[config.mk]
export PLATFORM = sky130hd
export DESIGN_NAME = xml_word_tokenizer_top
export DESIGN_NICKNAME = d
export VERILOG_FILES = /design/src/sv/xwt_pkg.sv /design/src/sv/xwt_entity.sv /design/src/sv/xwt_scan.sv /design/src/sv/xwt_res_fifo.sv /design/src/sv/xml_word_tokenizer_top.sv
export SDC_FILE = /design/constraint.sdc
export NUM_CORES = 1
export LEC_CHECK = 0
export BUFFER_PORTS_ARGS = -buffer_cell sky130_fd_sc_hd__buf_2
export CAP_MARGIN = 20
export CORE_ASPECT_RATIO = 1.2
export CORE_MARGIN = 2
export CORE_UTILIZATION = 45
export CTS_CLUSTER_SIZE = 20
export DETAILED_ROUTE_END_ITERATION = 7
export SYNTH_ARGS = -nofsm -noshare
export SYNTH_HDL_FRONTEND = slang
export SYNTH_SLANG_ARGS = --single-unit
[constraint.sdc]
create_clock -name clk -period 6.47 [get_ports clk]
set_input_delay 0.3235 -clock clk [delete_from_list [all_inputs] [get_ports clk]]
set_output_delay 0.3235 -clock clk [all_outputs]
set_load 0.01 [all_outputs]
[src/sv/xwt_pkg.sv]
package xwt_pkg;

  // Fixed geometry of the scanner
  localparam int LOOKBACK_DEPTH = 7;
  localparam int LB_VALID_W     = $clog2(LOOKBACK_DEPTH + 1);
  localparam int LB_IDX_W       = $clog2(LOOKBACK_DEPTH);
  localparam int NUM_DELIM_REGS = 4;
  localparam int MAX_DELIMS     = 4;
  localparam int DELIM_LIMIT    = (MAX_DELIMS < NUM_DELIM_REGS) ? MAX_DELIMS : NUM_DELIM_REGS;
  localparam int COUNT_BITS_DEF = 16;
  localparam int RES_FIFO_DEPTH = 4;

  // Configuration port
  localparam int CFG_IDX_W  = 3;
  localparam int CFG_DATA_W = 8;
  localparam logic [CFG_IDX_W-1:0] REG_MAX_WORD_LEN = 3'd0;
  localparam logic [CFG_IDX_W-1:0] REG_DELIM_COUNT  = 3'd1;
  localparam logic [CFG_IDX_W-1:0] REG_DELIM_A      = 3'd2;
  localparam logic [CFG_IDX_W-1:0] REG_DELIM_B      = 3'd3;
  localparam logic [CFG_IDX_W-1:0] REG_DELIM_C      = 3'd4;
  localparam logic [CFG_IDX_W-1:0] REG_DELIM_D      = 3'd5;

  // Character codes
  localparam logic [7:0] CH_SPACE = 8'd32;
  localparam logic [7:0] CH_DEL   = 8'd127;
  localparam logic [7:0] CH_AMP   = 8'h26;
  localparam logic [7:0] CH_SEMI  = 8'h3B;

  typedef enum logic [2:0] {
    PH_IDLE = 3'b001,
    PH_SKIP = 3'b010,
    PH_WORD = 3'b100
  } phase_t;

  // Newest consumed byte at index 0
  typedef logic [LOOKBACK_DEPTH-1:0][7:0] lb_t;

  typedef struct packed {
    logic [7:0]                       max_word_len;
    logic [2:0]                       delim_count;
    logic [NUM_DELIM_REGS-1:0][7:0]   delim;
  } cfg_t;

  typedef struct packed {
    logic [7:0]  out_byte;
    logic        is_word_end;
    logic [15:0] consumed_count;
    logic [8:0]  word_length;
    logic        overflow;
  } res_t;

  typedef struct packed {
    logic [1:0] n;
    res_t       r0;
    res_t       r1;
  } scan_out_t;

  function automatic logic is_dec(input logic [7:0] c);
    return (c >= "0") && (c <= "9");
  endfunction

  function automatic logic is_hex(input logic [7:0] c);
    return is_dec(c) || ((c >= "a") && (c <= "f")) || ((c >= "A") && (c <= "F"));
  endfunction

  // Separators that are consumed but never join the word
  function automatic logic is_sep2(input logic [7:0] c);
    logic r;
    case (c)
      8'd33, 8'd34, 8'd39, 8'd40, 8'd41, 8'd43, 8'd44, 8'd46,
      8'd47, 8'd58, 8'd60, 8'd61, 8'd62, 8'd63, 8'd64, 8'd91,
      8'd92, 8'd93, 8'd94, 8'd96, 8'd123, 8'd124, 8'd125, 8'd126: r = 1'b1;
      default: r = 1'b0;
    endcase
    return r;
  endfunction

  function automatic res_t mk_byte(input logic [7:0] b);
    res_t r;
    r = '0;
    r.out_byte = b;
    return r;
  endfunction

  function automatic res_t mk_sum(input logic [15:0] cnt, input logic [8:0] wl,
                                  input logic ovf);
    res_t r;
    r = '0;
    r.is_word_end    = 1'b1;
    r.consumed_count = cnt;
    r.word_length    = wl;
    r.overflow       = ovf;
    return r;
  endfunction

endpackage

[src/sv/xwt_entity.sv]
module xwt_entity (
  input  xwt_pkg::lb_t                          recent,
  input  logic [xwt_pkg::LB_VALID_W-1:0]        rvalid,
  output logic                                  ok
);

  // Entity test for an '&' that lies d bytes before the ';'
  function automatic logic ent_ok_at(input int d, input xwt_pkg::lb_t r);
    logic hexall;
    logic decall;
    logic res;
    int   i_hash;
    int   i_kind;
    hexall = 1'b1;
    decall = 1'b1;
    res    = 1'b0;
    i_hash = (d >= 3) ? d - 2 : 0;
    i_kind = (d >= 3) ? d - 3 : 0;
    for (int i = 0; i < xwt_pkg::LOOKBACK_DEPTH; i++) begin
      if (i + 4 <= d) begin
        if (!xwt_pkg::is_hex(r[i])) hexall = 1'b0;
        if (!xwt_pkg::is_dec(r[i])) decall = 1'b0;
      end
    end
    if (d == 5 && r[3] == "q" && r[2] == "u" && r[1] == "o" && r[0] == "t") begin
      res = 1'b1;
    end else if (d == 5 && r[3] == "a" && r[2] == "p" && r[1] == "o" && r[0] == "s") begin
      res = 1'b1;
    end else if (d == 3 && (r[1] == "l" || r[1] == "g") && r[0] == "t") begin
      res = 1'b1;
    end else if (d == 4 && r[2] == "a" && r[1] == "m" && r[0] == "p") begin
      res = 1'b1;
    end else if (d >= 3 && r[i_hash] == "#") begin
      if (r[i_kind] == "x") begin
        res = hexall;
      end else if (xwt_pkg::is_dec(r[i_kind])) begin
        res = decall;
      end
    end
    return res;
  endfunction

  logic [xwt_pkg::LOOKBACK_DEPTH-1:0] ok_vec;
  logic [xwt_pkg::LB_IDX_W-1:0]       sel;
  logic                               found;

  always_comb begin
    for (int k = 0; k < xwt_pkg::LOOKBACK_DEPTH; k++) begin
      ok_vec[k] = ent_ok_at(k + 1, recent);
    end
  end

  // Nearest '&' among the valid entries wins
  always_comb begin
    found = 1'b0;
    sel   = '0;
    for (int k = xwt_pkg::LOOKBACK_DEPTH - 1; k >= 0; k--) begin
      if ((xwt_pkg::LB_VALID_W'(k) < rvalid) && recent[k] == xwt_pkg::CH_AMP) begin
        found = 1'b1;
        sel   = xwt_pkg::LB_IDX_W'(k);
      end
    end
    ok = found && ok_vec[sel];
  end

endmodule

[src/sv/xwt_scan.sv]
module xwt_scan #(
  parameter int COUNT_BITS = xwt_pkg::COUNT_BITS_DEF
) (
  input  logic                clk,
  input  logic                rst_n,
  input  logic                item_acc,
  input  logic [7:0]          data_byte,
  input  logic                scan_start,
  input  logic                data_end,
  input  xwt_pkg::cfg_t       cfg,
  output xwt_pkg::scan_out_t  so
);

  xwt_pkg::phase_t                    phase_r, phase_nxt, phase_e;
  xwt_pkg::lb_t                       recent_r, recent_nxt, recent_sh;
  logic [xwt_pkg::LB_VALID_W-1:0]     rvalid_r, rvalid_nxt, rv_e, rv_inc;
  logic [8:0]                         wc_r, wc_nxt, wc_e, wc_inc;
  logic [COUNT_BITS-1:0]              bc_r, bc_nxt, bc_e, bc_inc;
  logic [COUNT_BITS+15:0]             bc_e_ext, bc_inc_ext;
  logic [15:0]                        cnt_e, cnt_inc;
  logic [2:0]                         nd;
  logic                               dhit;
  logic                               ent_ok;
  logic                               do_word;

  // Scan start wipes the per-scan state before this byte is looked at
  always_comb begin
    phase_e   = scan_start ? xwt_pkg::PH_SKIP : phase_r;
    rv_e      = scan_start ? '0 : rvalid_r;
    wc_e      = scan_start ? '0 : wc_r;
    bc_e      = scan_start ? '0 : bc_r;
    recent_sh = {recent_r[xwt_pkg::LOOKBACK_DEPTH-2:0], data_byte};
    rv_inc    = (rv_e == xwt_pkg::LB_VALID_W'(xwt_pkg::LOOKBACK_DEPTH)) ? rv_e :
                xwt_pkg::LB_VALID_W'(rv_e + 1'b1);
    bc_inc    = (bc_e == {COUNT_BITS{1'b1}}) ? bc_e : COUNT_BITS'(bc_e + 1'b1);
    wc_inc    = 9'(wc_e + 9'd1);
    bc_e_ext   = {16'b0, bc_e};
    bc_inc_ext = {16'b0, bc_inc};
    cnt_e      = bc_e_ext[15:0];
    cnt_inc    = bc_inc_ext[15:0];
  end

  always_comb begin
    nd = (cfg.delim_count > 3'(xwt_pkg::DELIM_LIMIT)) ? 3'(xwt_pkg::DELIM_LIMIT) :
         cfg.delim_count;
    dhit = 1'b0;
    for (int i = 0; i < xwt_pkg::NUM_DELIM_REGS; i++) begin
      if ((3'(i) < nd) && data_byte == cfg.delim[i]) dhit = 1'b1;
    end
  end

  xwt_entity u_entity (
    .recent (recent_r),
    .rvalid (rv_e),
    .ok     (ent_ok)
  );

  always_comb begin
    phase_nxt  = phase_r;
    recent_nxt = recent_r;
    rvalid_nxt = rvalid_r;
    wc_nxt     = wc_r;
    bc_nxt     = bc_r;
    so         = '0;
    do_word    = 1'b0;
    if (item_acc) begin
      phase_nxt  = phase_e;
      rvalid_nxt = rv_e;
      wc_nxt     = wc_e;
      bc_nxt     = bc_e;
      case (phase_e)
        xwt_pkg::PH_IDLE: begin
        end
        xwt_pkg::PH_SKIP: begin
          if (data_byte <= xwt_pkg::CH_SPACE) begin
            recent_nxt = recent_sh;
            rvalid_nxt = rv_inc;
            bc_nxt     = bc_inc;
            if (data_end) begin
              so.n      = 2'd1;
              so.r0     = xwt_pkg::mk_sum('0, '0, 1'b0);
              phase_nxt = xwt_pkg::PH_IDLE;
            end
          end else begin
            do_word = 1'b1;
          end
        end
        xwt_pkg::PH_WORD: do_word = 1'b1;
        default: phase_nxt = xwt_pkg::PH_IDLE;
      endcase

      if (do_word) begin
        phase_nxt = xwt_pkg::PH_IDLE;
        if (data_byte <= xwt_pkg::CH_SPACE || data_byte == xwt_pkg::CH_DEL || dhit) begin
          so.n  = 2'd1;
          so.r0 = xwt_pkg::mk_sum(cnt_e, wc_e, 1'b0);
        end else if (xwt_pkg::is_sep2(data_byte)) begin
          recent_nxt = recent_sh;
          rvalid_nxt = rv_inc;
          bc_nxt     = bc_inc;
          so.n       = 2'd1;
          so.r0      = xwt_pkg::mk_sum(cnt_inc, wc_e, 1'b0);
        end else if (data_byte == xwt_pkg::CH_SEMI) begin
          recent_nxt = recent_sh;
          rvalid_nxt = rv_inc;
          bc_nxt     = bc_inc;
          if (ent_ok) begin
            wc_nxt = wc_inc;
            so.n   = 2'd2;
            so.r0  = xwt_pkg::mk_byte(xwt_pkg::CH_SEMI);
            so.r1  = xwt_pkg::mk_sum(cnt_inc, wc_inc, 1'b0);
          end else begin
            so.n   = 2'd1;
            so.r0  = xwt_pkg::mk_sum(cnt_inc, wc_e, 1'b0);
          end
        end else if (wc_e >= {1'b0, cfg.max_word_len}) begin
          so.n  = 2'd1;
          so.r0 = xwt_pkg::mk_sum('0, wc_e, 1'b1);
        end else begin
          recent_nxt = recent_sh;
          rvalid_nxt = rv_inc;
          bc_nxt     = bc_inc;
          wc_nxt     = wc_inc;
          so.r0      = xwt_pkg::mk_byte(data_byte);
          if (data_end) begin
            so.n  = 2'd2;
            so.r1 = xwt_pkg::mk_sum(cnt_inc, wc_inc, 1'b0);
          end else begin
            so.n      = 2'd1;
            phase_nxt = xwt_pkg::PH_WORD;
          end
        end
      end
    end
  end

  always_ff @(posedge clk) begin
    if (!rst_n) begin
      phase_r  <= xwt_pkg::PH_IDLE;
      rvalid_r <= '0;
      wc_r     <= '0;
      bc_r     <= '0;
    end else begin
      phase_r  <= phase_nxt;
      rvalid_r <= rvalid_nxt;
      wc_r     <= wc_nxt;
      bc_r     <= bc_nxt;
    end
  end

  always_ff @(posedge clk) begin
    recent_r <= recent_nxt;
  end

endmodule

[src/sv/xwt_res_fifo.sv]
module xwt_res_fifo #(
  parameter int DEPTH = xwt_pkg::RES_FIFO_DEPTH
) (
  input  logic               clk,
  input  logic               rst_n,
  input  logic [1:0]         push_n,
  input  xwt_pkg::res_t      wr0,
  input  xwt_pkg::res_t      wr1,
  input  logic               pop,
  output xwt_pkg::res_t      head,
  output logic               not_empty,
  output logic               room2
);

  localparam int PTR_W = $clog2(DEPTH);
  localparam int CNT_W = $clog2(DEPTH + 1);

  xwt_pkg::res_t     mem [DEPTH];
  logic [PTR_W-1:0]  wp_r, wp_nxt, wp1, rp_r, rp_nxt;
  logic [CNT_W-1:0]  cnt_r, cnt_nxt;

  function automatic logic [PTR_W-1:0] ptr_inc(input logic [PTR_W-1:0] p);
    return (p == PTR_W'(DEPTH - 1)) ? '0 : PTR_W'(p + 1'b1);
  endfunction

  always_comb begin
    wp1       = ptr_inc(wp_r);
    wp_nxt    = (push_n == 2'd2) ? ptr_inc(wp1) : (push_n == 2'd1) ? wp1 : wp_r;
    rp_nxt    = pop ? ptr_inc(rp_r) : rp_r;
    cnt_nxt   = CNT_W'(cnt_r + CNT_W'(push_n) - CNT_W'(pop));
    head      = mem[rp_r];
    not_empty = (cnt_r != '0);
    room2     = (cnt_r <= CNT_W'(DEPTH - 2));
  end

  always_ff @(posedge clk) begin
    if (!rst_n) begin
      wp_r  <= '0;
      rp_r  <= '0;
      cnt_r <= '0;
    end else begin
      wp_r  <= wp_nxt;
      rp_r  <= rp_nxt;
      cnt_r <= cnt_nxt;
    end
  end

  always_ff @(posedge clk) begin
    if (push_n != 2'd0) mem[wp_r] <= wr0;
    if (push_n == 2'd2) mem[wp1]  <= wr1;
  end

endmodule

[src/sv/xml_word_tokenizer_top.sv]
// XML word tokenizer: scans one word per scan, one text byte per word handshake.
// Input channel (in_valid/in_stall): a word carries in_data_byte, in_scan_start
// (first byte of a new scan, aborts any open scan) and in_data_end (last byte).
// Result channel (out_valid/out_stall): each byte placed in the word comes out as
// a byte result; each scan closes with one summary (out_is_word_end high) that
// carries consumed bytes, word length and the overflow flag.
// Configuration (cfg_wr_en/cfg_index/cfg_wdata): write max_word_len, delim_count
// and the four extra delimiters only while the block is idle.
// Results of a byte are written to the result queue when it is accepted. Throughput:
// one byte per cycle while in_stall is low; the scan state update is a single
// level of logic between the state registers and a four-entry result queue.
// A byte that ends a word on an entity ';' or on in_data_end yields two results:
// a byte result and then the summary.
// Stall: the receiver may stall at will; the queue absorbs it and in_stall rises
// once fewer than two entries are free, so no result is ever dropped.
// Reset (rst_n low, synchronous): no scan is open, the queue is empty, and the
// registers return to max_word_len 255, no delimiters.
module xml_word_tokenizer_top #(
  parameter int COUNT_BITS = xwt_pkg::COUNT_BITS_DEF
) (
  input  logic                              clk,
  input  logic                              rst_n,
  // input channel
  input  logic                              in_valid,
  output logic                              in_stall,
  input  logic [7:0]                        in_data_byte,
  input  logic                              in_scan_start,
  input  logic                              in_data_end,
  // result channel
  output logic                              out_valid,
  input  logic                              out_stall,
  output logic [7:0]                        out_byte,
  output logic                              out_is_word_end,
  output logic [15:0]                       out_consumed_count,
  output logic [8:0]                        out_word_length,
  output logic                              out_overflow,
  // configuration
  input  logic                              cfg_wr_en,
  input  logic [xwt_pkg::CFG_IDX_W-1:0]     cfg_index,
  input  logic [xwt_pkg::CFG_DATA_W-1:0]    cfg_wdata
);

  xwt_pkg::cfg_t       cfg_r, cfg_nxt;
  xwt_pkg::scan_out_t  scan_o;
  xwt_pkg::res_t       head;
  logic                item_acc;
  logic                pop;
  logic                room2;
  logic [1:0]          push_n;

  // Configuration writes; indexes past the list are dropped
  always_comb begin
    cfg_nxt = cfg_r;
    if (cfg_wr_en) begin
      case (cfg_index)
        xwt_pkg::REG_MAX_WORD_LEN: cfg_nxt.max_word_len = cfg_wdata;
        xwt_pkg::REG_DELIM_COUNT:  cfg_nxt.delim_count  = cfg_wdata[2:0];
        xwt_pkg::REG_DELIM_A:      cfg_nxt.delim[0]     = cfg_wdata;
        xwt_pkg::REG_DELIM_B:      cfg_nxt.delim[1]     = cfg_wdata;
        xwt_pkg::REG_DELIM_C:      cfg_nxt.delim[2]     = cfg_wdata;
        xwt_pkg::REG_DELIM_D:      cfg_nxt.delim[3]     = cfg_wdata;
        default: ;
      endcase
    end
  end

  always_ff @(posedge clk) begin
    if (!rst_n) begin
      cfg_r <= '{max_word_len: 8'd255, delim_count: 3'd0, delim: '0};
    end else begin
      cfg_r <= cfg_nxt;
    end
  end

  // Accept a word only when the queue can take both results it may cause
  assign in_stall = !room2;
  assign item_acc = in_valid && !in_stall;
  assign push_n   = item_acc ? scan_o.n : 2'd0;

  xwt_scan #(
    .COUNT_BITS (COUNT_BITS)
  ) u_scan (
    .clk        (clk),
    .rst_n      (rst_n),
    .item_acc   (item_acc),
    .data_byte  (in_data_byte),
    .scan_start (in_scan_start),
    .data_end   (in_data_end),
    .cfg        (cfg_r),
    .so         (scan_o)
  );

  // Results queue up in order; the head drives the result ports
  xwt_res_fifo #(
    .DEPTH (xwt_pkg::RES_FIFO_DEPTH)
  ) u_fifo (
    .clk       (clk),
    .rst_n     (rst_n),
    .push_n    (push_n),
    .wr0       (scan_o.r0),
    .wr1       (scan_o.r1),
    .pop       (pop),
    .head      (head),
    .not_empty (out_valid),
    .room2     (room2)
  );

  assign pop                = out_valid && !out_stall;
  assign out_byte           = head.out_byte;
  assign out_is_word_end    = head.is_word_end;
  assign out_consumed_count = head.consumed_count;
  assign out_word_length    = head.word_length;
  assign out_overflow       = head.overflow;

  // A byte result never carries summary fields
  a_byte_clean: assert property (@(posedge clk) disable iff (!rst_n)
    (out_valid && !out_is_word_end) |->
      (out_consumed_count == 16'd0 && out_word_length == 9'd0 && !out_overflow))
    else $error("byte result carries summary fields");

  // An overflow summary reports no consumed bytes
  a_ovf_zero: assert property (@(posedge clk) disable iff (!rst_n)
    (out_valid && out_overflow) |-> (out_is_word_end && out_consumed_count == 16'd0))
    else $error("overflow summary with nonzero count");

  // When a word yields two results, the second closes the scan
  a_pair_ends: assert property (@(posedge clk) disable iff (!rst_n)
    (item_acc && scan_o.n == 2'd2) |-> (scan_o.r1.is_word_end && !scan_o.r0.is_word_end))
    else $error("two-result word does not end in a summary");

  // Word length never passes the 256 that a trailing entity ';' allows
  a_wl_range: assert property (@(posedge clk) disable iff (!rst_n)
    out_valid |-> (out_word_length <= 9'd256))
    else $error("word length out of range");

endmodule

* After elaboration in Yosys (flattened, before gate mapping)
Memory sizes are Yosys's and may differ from the RTL's. A register that Yosys moved wholly into a read port is not among the register bits.
Index checks and enable logic that the tools add are counted.
** Storage, ports and cells
- RAM bits :: 140
- Output and inout port bits :: 37
- Memories :: 1
- Register bits after elaboration :: 137
- Logic and storage cells :: 327
- Input bits :: 26
** Operators by class
- Equal/unequal tests :: 74
- Reductions and logical operators :: 61
- $add $sub $neg :: 8
- Magnitude comparators :: 42
- Multiplexer cells :: 121
** Memories
- u_fifo.mem :: words 4, width 35, read ports 1, clocked after memory_dff 1, write ports 2, RTL line xwt_res_fifo.sv:18 : xwt_pkg::res_t mem [DEPTH];
** Operator list (number)
- $mux W56 :: 7
- $eq A8 B7 Y1 const B :: 28
- $mux W37 :: 6
- $eq A8 B6 Y1 const B :: 27
- $mux W72 :: 3
- $mux W16 :: 9
- $mux W35 :: 3
- $mux W3 :: 26
- $ge A8 B7 Y1 const B :: 8
- $le A8 B7 Y1 const B :: 8
- $mux W9 :: 7
- $mux W27 :: 2
- $le A8 B6 Y1 const B :: 6
- $mux W1 :: 45
- $ge A8 B6 Y1 const B :: 5
- $logic_and A1 B1 Y1 :: 36
- $mux W36 :: 1
- $eq A8 B8 Y1 :: 4
- $reduce_or A24 Y1 :: 1
- $mux W2 :: 9
- $add A16 B1 Y16 const B :: 1
- $eq A16 B16 Y1 const B :: 1
- $eq A3 B3 Y1 const B :: 4
- $lt A1 B3 Y1 const A :: 4
- 25 further kinds :: 55

* Longest topological paths before layout
- Depth after elaboration :: 23
- Gate-level depth with buffers :: 24
- Gate-level depth less buffers :: 21

* Hierarchy
A second synthesis with hierarchy kept.
** Second synthesis, totals
- Cells, all modules :: 1325
- Area total of the unflattened synthesis :: 16281.9 µm²
** By module, submodules not included
- xwt_res_fifo :: area an instance 7752.4 µm², times used 1, seq. area each 4384.2 µm², cells an instance 400
- xwt_scan :: area an instance 5969.5 µm², times used 1, seq. area each 2302.2 µm², cells an instance 636
- xml_word_tokenizer_top :: area an instance 1721.7 µm², times used 1, seq. area each 860.8 µm², cells an instance 167
- xwt_entity :: area an instance 838.3 µm², times used 1, seq. area each 0.0 µm², cells an instance 122

* Worst setup path after synthesis
Ideal clock, no wire load.
- Path type :: input to register
- Start point :: input port in_scan_start
- End point :: memory u_fifo.mem[3][10] (netlist name), enable pin
- Stages :: 19
- Data required time :: 6.089 ns
- Slack :: 1.715 ns
- Setup time :: 0.381 ns
- Buffers on the path :: 4
- Arrival time :: 4.374 ns
- Cell sequence :: clkbuf_1 -> clkbuf_1 -> nor2b_1 -> ha_1 -> a21o_1 -> a21oi_1 -> nor2b_1 -> o31a_1 -> nor3_4 -> inv_1 -> nand2_1 -> and2_0 -> buf_2 -> nand2_2 -> o21ai_0 -> ha_1 -> clkbuf_1 -> a21oi_1 -> inv_1
** RTL lines
- from (decl) :: RTL line xml_word_tokenizer_top.sv:27 : input logic in_scan_start,
- to (decl) :: RTL line xwt_res_fifo.sv:18

==> out/qor_table.md <==
| Step | Quantity | Reported |
| --- | --- | --- |
| logic synthesis | Biggest area consumer among synthesized cells | edfxtp_1 |
| route | Routed Wire Length | 41.7 mm |
| cts | H-tree levels | 1 |
| cts | Clock tree from TritonCTS | done |
| timing | Worst setup skew after layout | 31.0 ps |
| timing | Unrepaired setup endpoints after global routing | no |
| pwr | Leakage power figure | 5.87 nW |
| floorplanning | Die footprint | 35,400 µm² |
| placement | Port Buffers | 62 |
| critical path | Arrival time at the worst endpoint | 5700 ps |
| critical path | CP Capture Type | flip-flop |
| logic synthesis | Seq cells post-synth | 279 |
| cts | Hold-fix buffers at CTS | 0 |
| cts | CTS Sinks | 279 |
| timing | Final sum of negative setup slack | 0 ps |
| logic synthesis | Number of enable-type register cells in the synthesized netlist | 160 |
| floorplanning | Std-Cell Core Area | 33,200 µm² |
| run status | Outcome | finished clean |
| critical path | Data required time of the critical path | 6870 ps |
| critical path | Critical path startpoint category | flip-flop |
| logic synthesis | Main flop type after synthesis | edfxtp_1 |
| timing | Hold slack final | 54.5 ps |
| timing | Relative slew margins | 0.307 |
| logic synthesis | Post-synth ARST share | 0 |
| cells and area | Count of antenna diodes in the layout | 0 |
| logic synthesis | Proportion of synthesized chip area in sequential cells | 0.471 |
| cts | Post-cts gate resize count | 0 |
| placement | Cell count after placement | 2,016 |
| timing | Share of the clock period used by the worst path after layout | 0.819 |
| cells and area | Area growth from synthesis to layout | 10.4% |
| global route | Total gr overflow | 0 |
| critical path | Critical path fanouts, max | 16 |
| cts | CTS clock-pin slew for the worst setup and hold paths | 60 ps |
| timing | Final hold vios | 0 |
| pwr | Peak ir drop on the vdd network | 0.227 mV |
| pwr | Cell Pwr Density | 297 nW/µm² |
| route | Drc violations | 0 |
| timing | Setup violation total in the final timing report | 0 |
| logic synthesis | Number of synthesis warnings | 0 |
| route | Post-route ant nets | 0 |
| logic synthesis | Synthesized net count | 1,635 |
| global route | Initial antenna violation count | 2 |
| cells and area | Post-layout nets | 1,651 |
| cts | Buffer levels on the longest clock path | 3 |
| cts | CTS root buffer | clkbuf_16 |
| floorplanning | Die Y | 206 µm |
| cells and area | Filler Cells Inserted | 3,111 |
| global route | Vias in the first global route | 11,837 |
| critical path | Worst setup path class | reg -> reg |
| floorplanning | Die extent in x | 172 µm |
| logic synthesis | Post-synth top cells | 338 x nand2_1, 160 x edfxtp_1, 119 x dfxtp_1 |
| cells and area | Fraction of final layout cells with drive strength greater than 1 | 0.128 |
| run | Max-capacitance violation count | 0 |
| route | Drt via density | 5.87 |
| logic synthesis | Number of library cell types mapped by synthesis | 89 |
| logic synthesis | Cell Area, Synth | 15,300 µm² |
| global route | Gr usage total | 0.237 |
| floorplanning | Number of ports placed on the die boundary | 63 |
| cts | Inserted Clock Buffers | 30 |
| global route | Maximum number of pins on one net before global-route repair | 68 |
| cells and area | Final cell count without fillers | 2,072 |
| placement | Final RePlAce weighted congestion | 0.902 |
| route | Routed wire per std cell | 20.1 µm |
| min path | Kind of path behind the tightest hold check | in -> reg |
| logic synthesis | Syn avg cell area | 9.64 µm² |
| route | Detailed Route Iter0 Violations | 982 |
| logic synthesis | Top cells by area in the synthesized netlist | edfxtp_1 32%, dfxtp_1 16%, nand2_1 8.3%, mux4_2 5.2%, o22ai_1 2.9% |
| cells and area | Final core occ | 0.507 |
| timing | Max Transition Viols Final | 0 |
| logic synthesis | Portion of synthesized cell area occupied by the leading cell type | 0.315 |
| placement | Half-perimeter wire length of the detailed placement result | 28.8 mm |
| floorplanning | Number of rows created at floorplan | 73 |
| cts | Clk_lat worst skew | 590 ps |
| timing | Achievable clock frequency | 189 MHz |
| global route | First-pass GRT wire length | 65.7 mm |
| cts | Setup fix buffers added after clock tree synthesis | 0 |
| pwr | PnR Total Power | 5.00 mW |
| timing | Worst Tran Pin Value | 1030 ps |
| floorplanning | Initial Util | 0.459 |
| timing | Min Tclk post-route | 5300 ps |
| logic synthesis | Cell with the most instances after synthesis | nand2_1 |
| route | Via Count | 12,161 |
| logic synthesis | Gate Count Post-Synth | 1,582 |
| route | Router iterations before antenna repair | 6 |
critical path: stages (launching register included):
cell and delay, ps:
edfxtp_1 530, or4b_1 570, a311o_1 400, a22oi_2 260
o2111ai_1 170, a21boi_0 370, nor2_1 130, nand2_4 240
nand3_4 180, nor2_1 180, inv_1 120, ha_1 250
nor2b_1 210, nand2_1 280, nor2_1 530, nand2_1 280
a2111oi_2 420
sequential cells by signal, summed over array words and instances, names as in the netlist, named ones only:
signal and flops:
u_scan.bc_r 16, u_fifo.rp_r 2, u_fifo.cnt_r 3, u_scan.rvalid_r 3
u_fifo.wp_r 2, u_fifo.mem 140, u_scan.recent_r 56, cfg_r 43
u_scan.wc_r 9, u_scan.phase_r 3
metal layers:
metal	global-route usage	wire, µm	vias to the layer above
met5	0	21	-
met4	0.0858	1370	4
met3	0.0281	1940	84
met2	0.406	20300	328
met1	0.308	18000	5863
li1	-	-	5882
stage by stage:
step                area, µm²  setup WS (ps)
global placement        15800           1130
floorplan               15300           1720
CTS                     16800           1260
global route            16800            757
finish                  16800           1170
detailed placement      15800            974
where the power goes:
group	total (mW)	internal (mW)	switching (mW)
clock network	1.73	0.991	0.740
logic	0.941	0.394	0.547
registers	2.32	2.12	0.201
cell type report:
class                      count  area, µm²  area share
clock buffer                  44        881      0.0523
inverter                      45        169      0.0100
timing repair buffer          83        468      0.0278
clock inverter                12        118     0.00698
multi-input combinational   1159       7450       0.443
tap                          450        563      0.0334
sequential                   279       7190       0.427
logic make-up (layout without fill, tap and decap cells):
kind of cell | Yosys count | count (layout) | synth area share
xor gates and xnor gates | 50 | 50 | 0.0287
muxes | 45 | 45 | 0.0582
and+or+nand+nor | 664 | 664 | 0.212
buffers and inverters | 144 | 184 | 0.0406
adders and majority gates | 27 | 27 | 0.0226
AOI/OAI and AO/OA | 373 | 373 | 0.167
DFF | 279 | 279 | 0.471
path summary, 6_finish.rpt:
check	start	end	slack (ps)	depth (start not counted)
worst max-delay path	u_scan.recent_r[3]	u_fifo.mem[0][14]	1170	16
worst min-delay path	cfg_wdata[6]	cfg_r[30]	50	3
worst max register to register	u_scan.recent_r[3]	u_fifo.mem[0][14]	1170	16
worst min register to register	u_fifo.mem[2][29]	u_fifo.mem[2][29]	450	2
placed cells by master, fill, tap and decap left out, drive strengths merged, types with 10 or more instances in the layout:
master,Yosys,final
a211oi,14,14
a21o,13,13
a21oi,73,73
a22o,18,18
a2bb2oi,11,11
and2,15,15
and3,13,13
buf,47,83
clkbuf,52,44
clkinv,1,10
dfxtp,119,119
edfxtp,160,160
ha,26,26
inv,44,45
mux2i,10,10
mux4,35,35
nand2,340,340
nand2b,15,15
nand3,52,52
nand4,19,19
nor2,76,76
nor2b,27,27
nor3,29,29
o211ai,13,13
o21a,11,11
o21ai,66,66
o22ai,71,71
or3,10,10
xnor2,35,35
xor2,15,15
No activity file was read; power rests on OpenSTA's default activity.
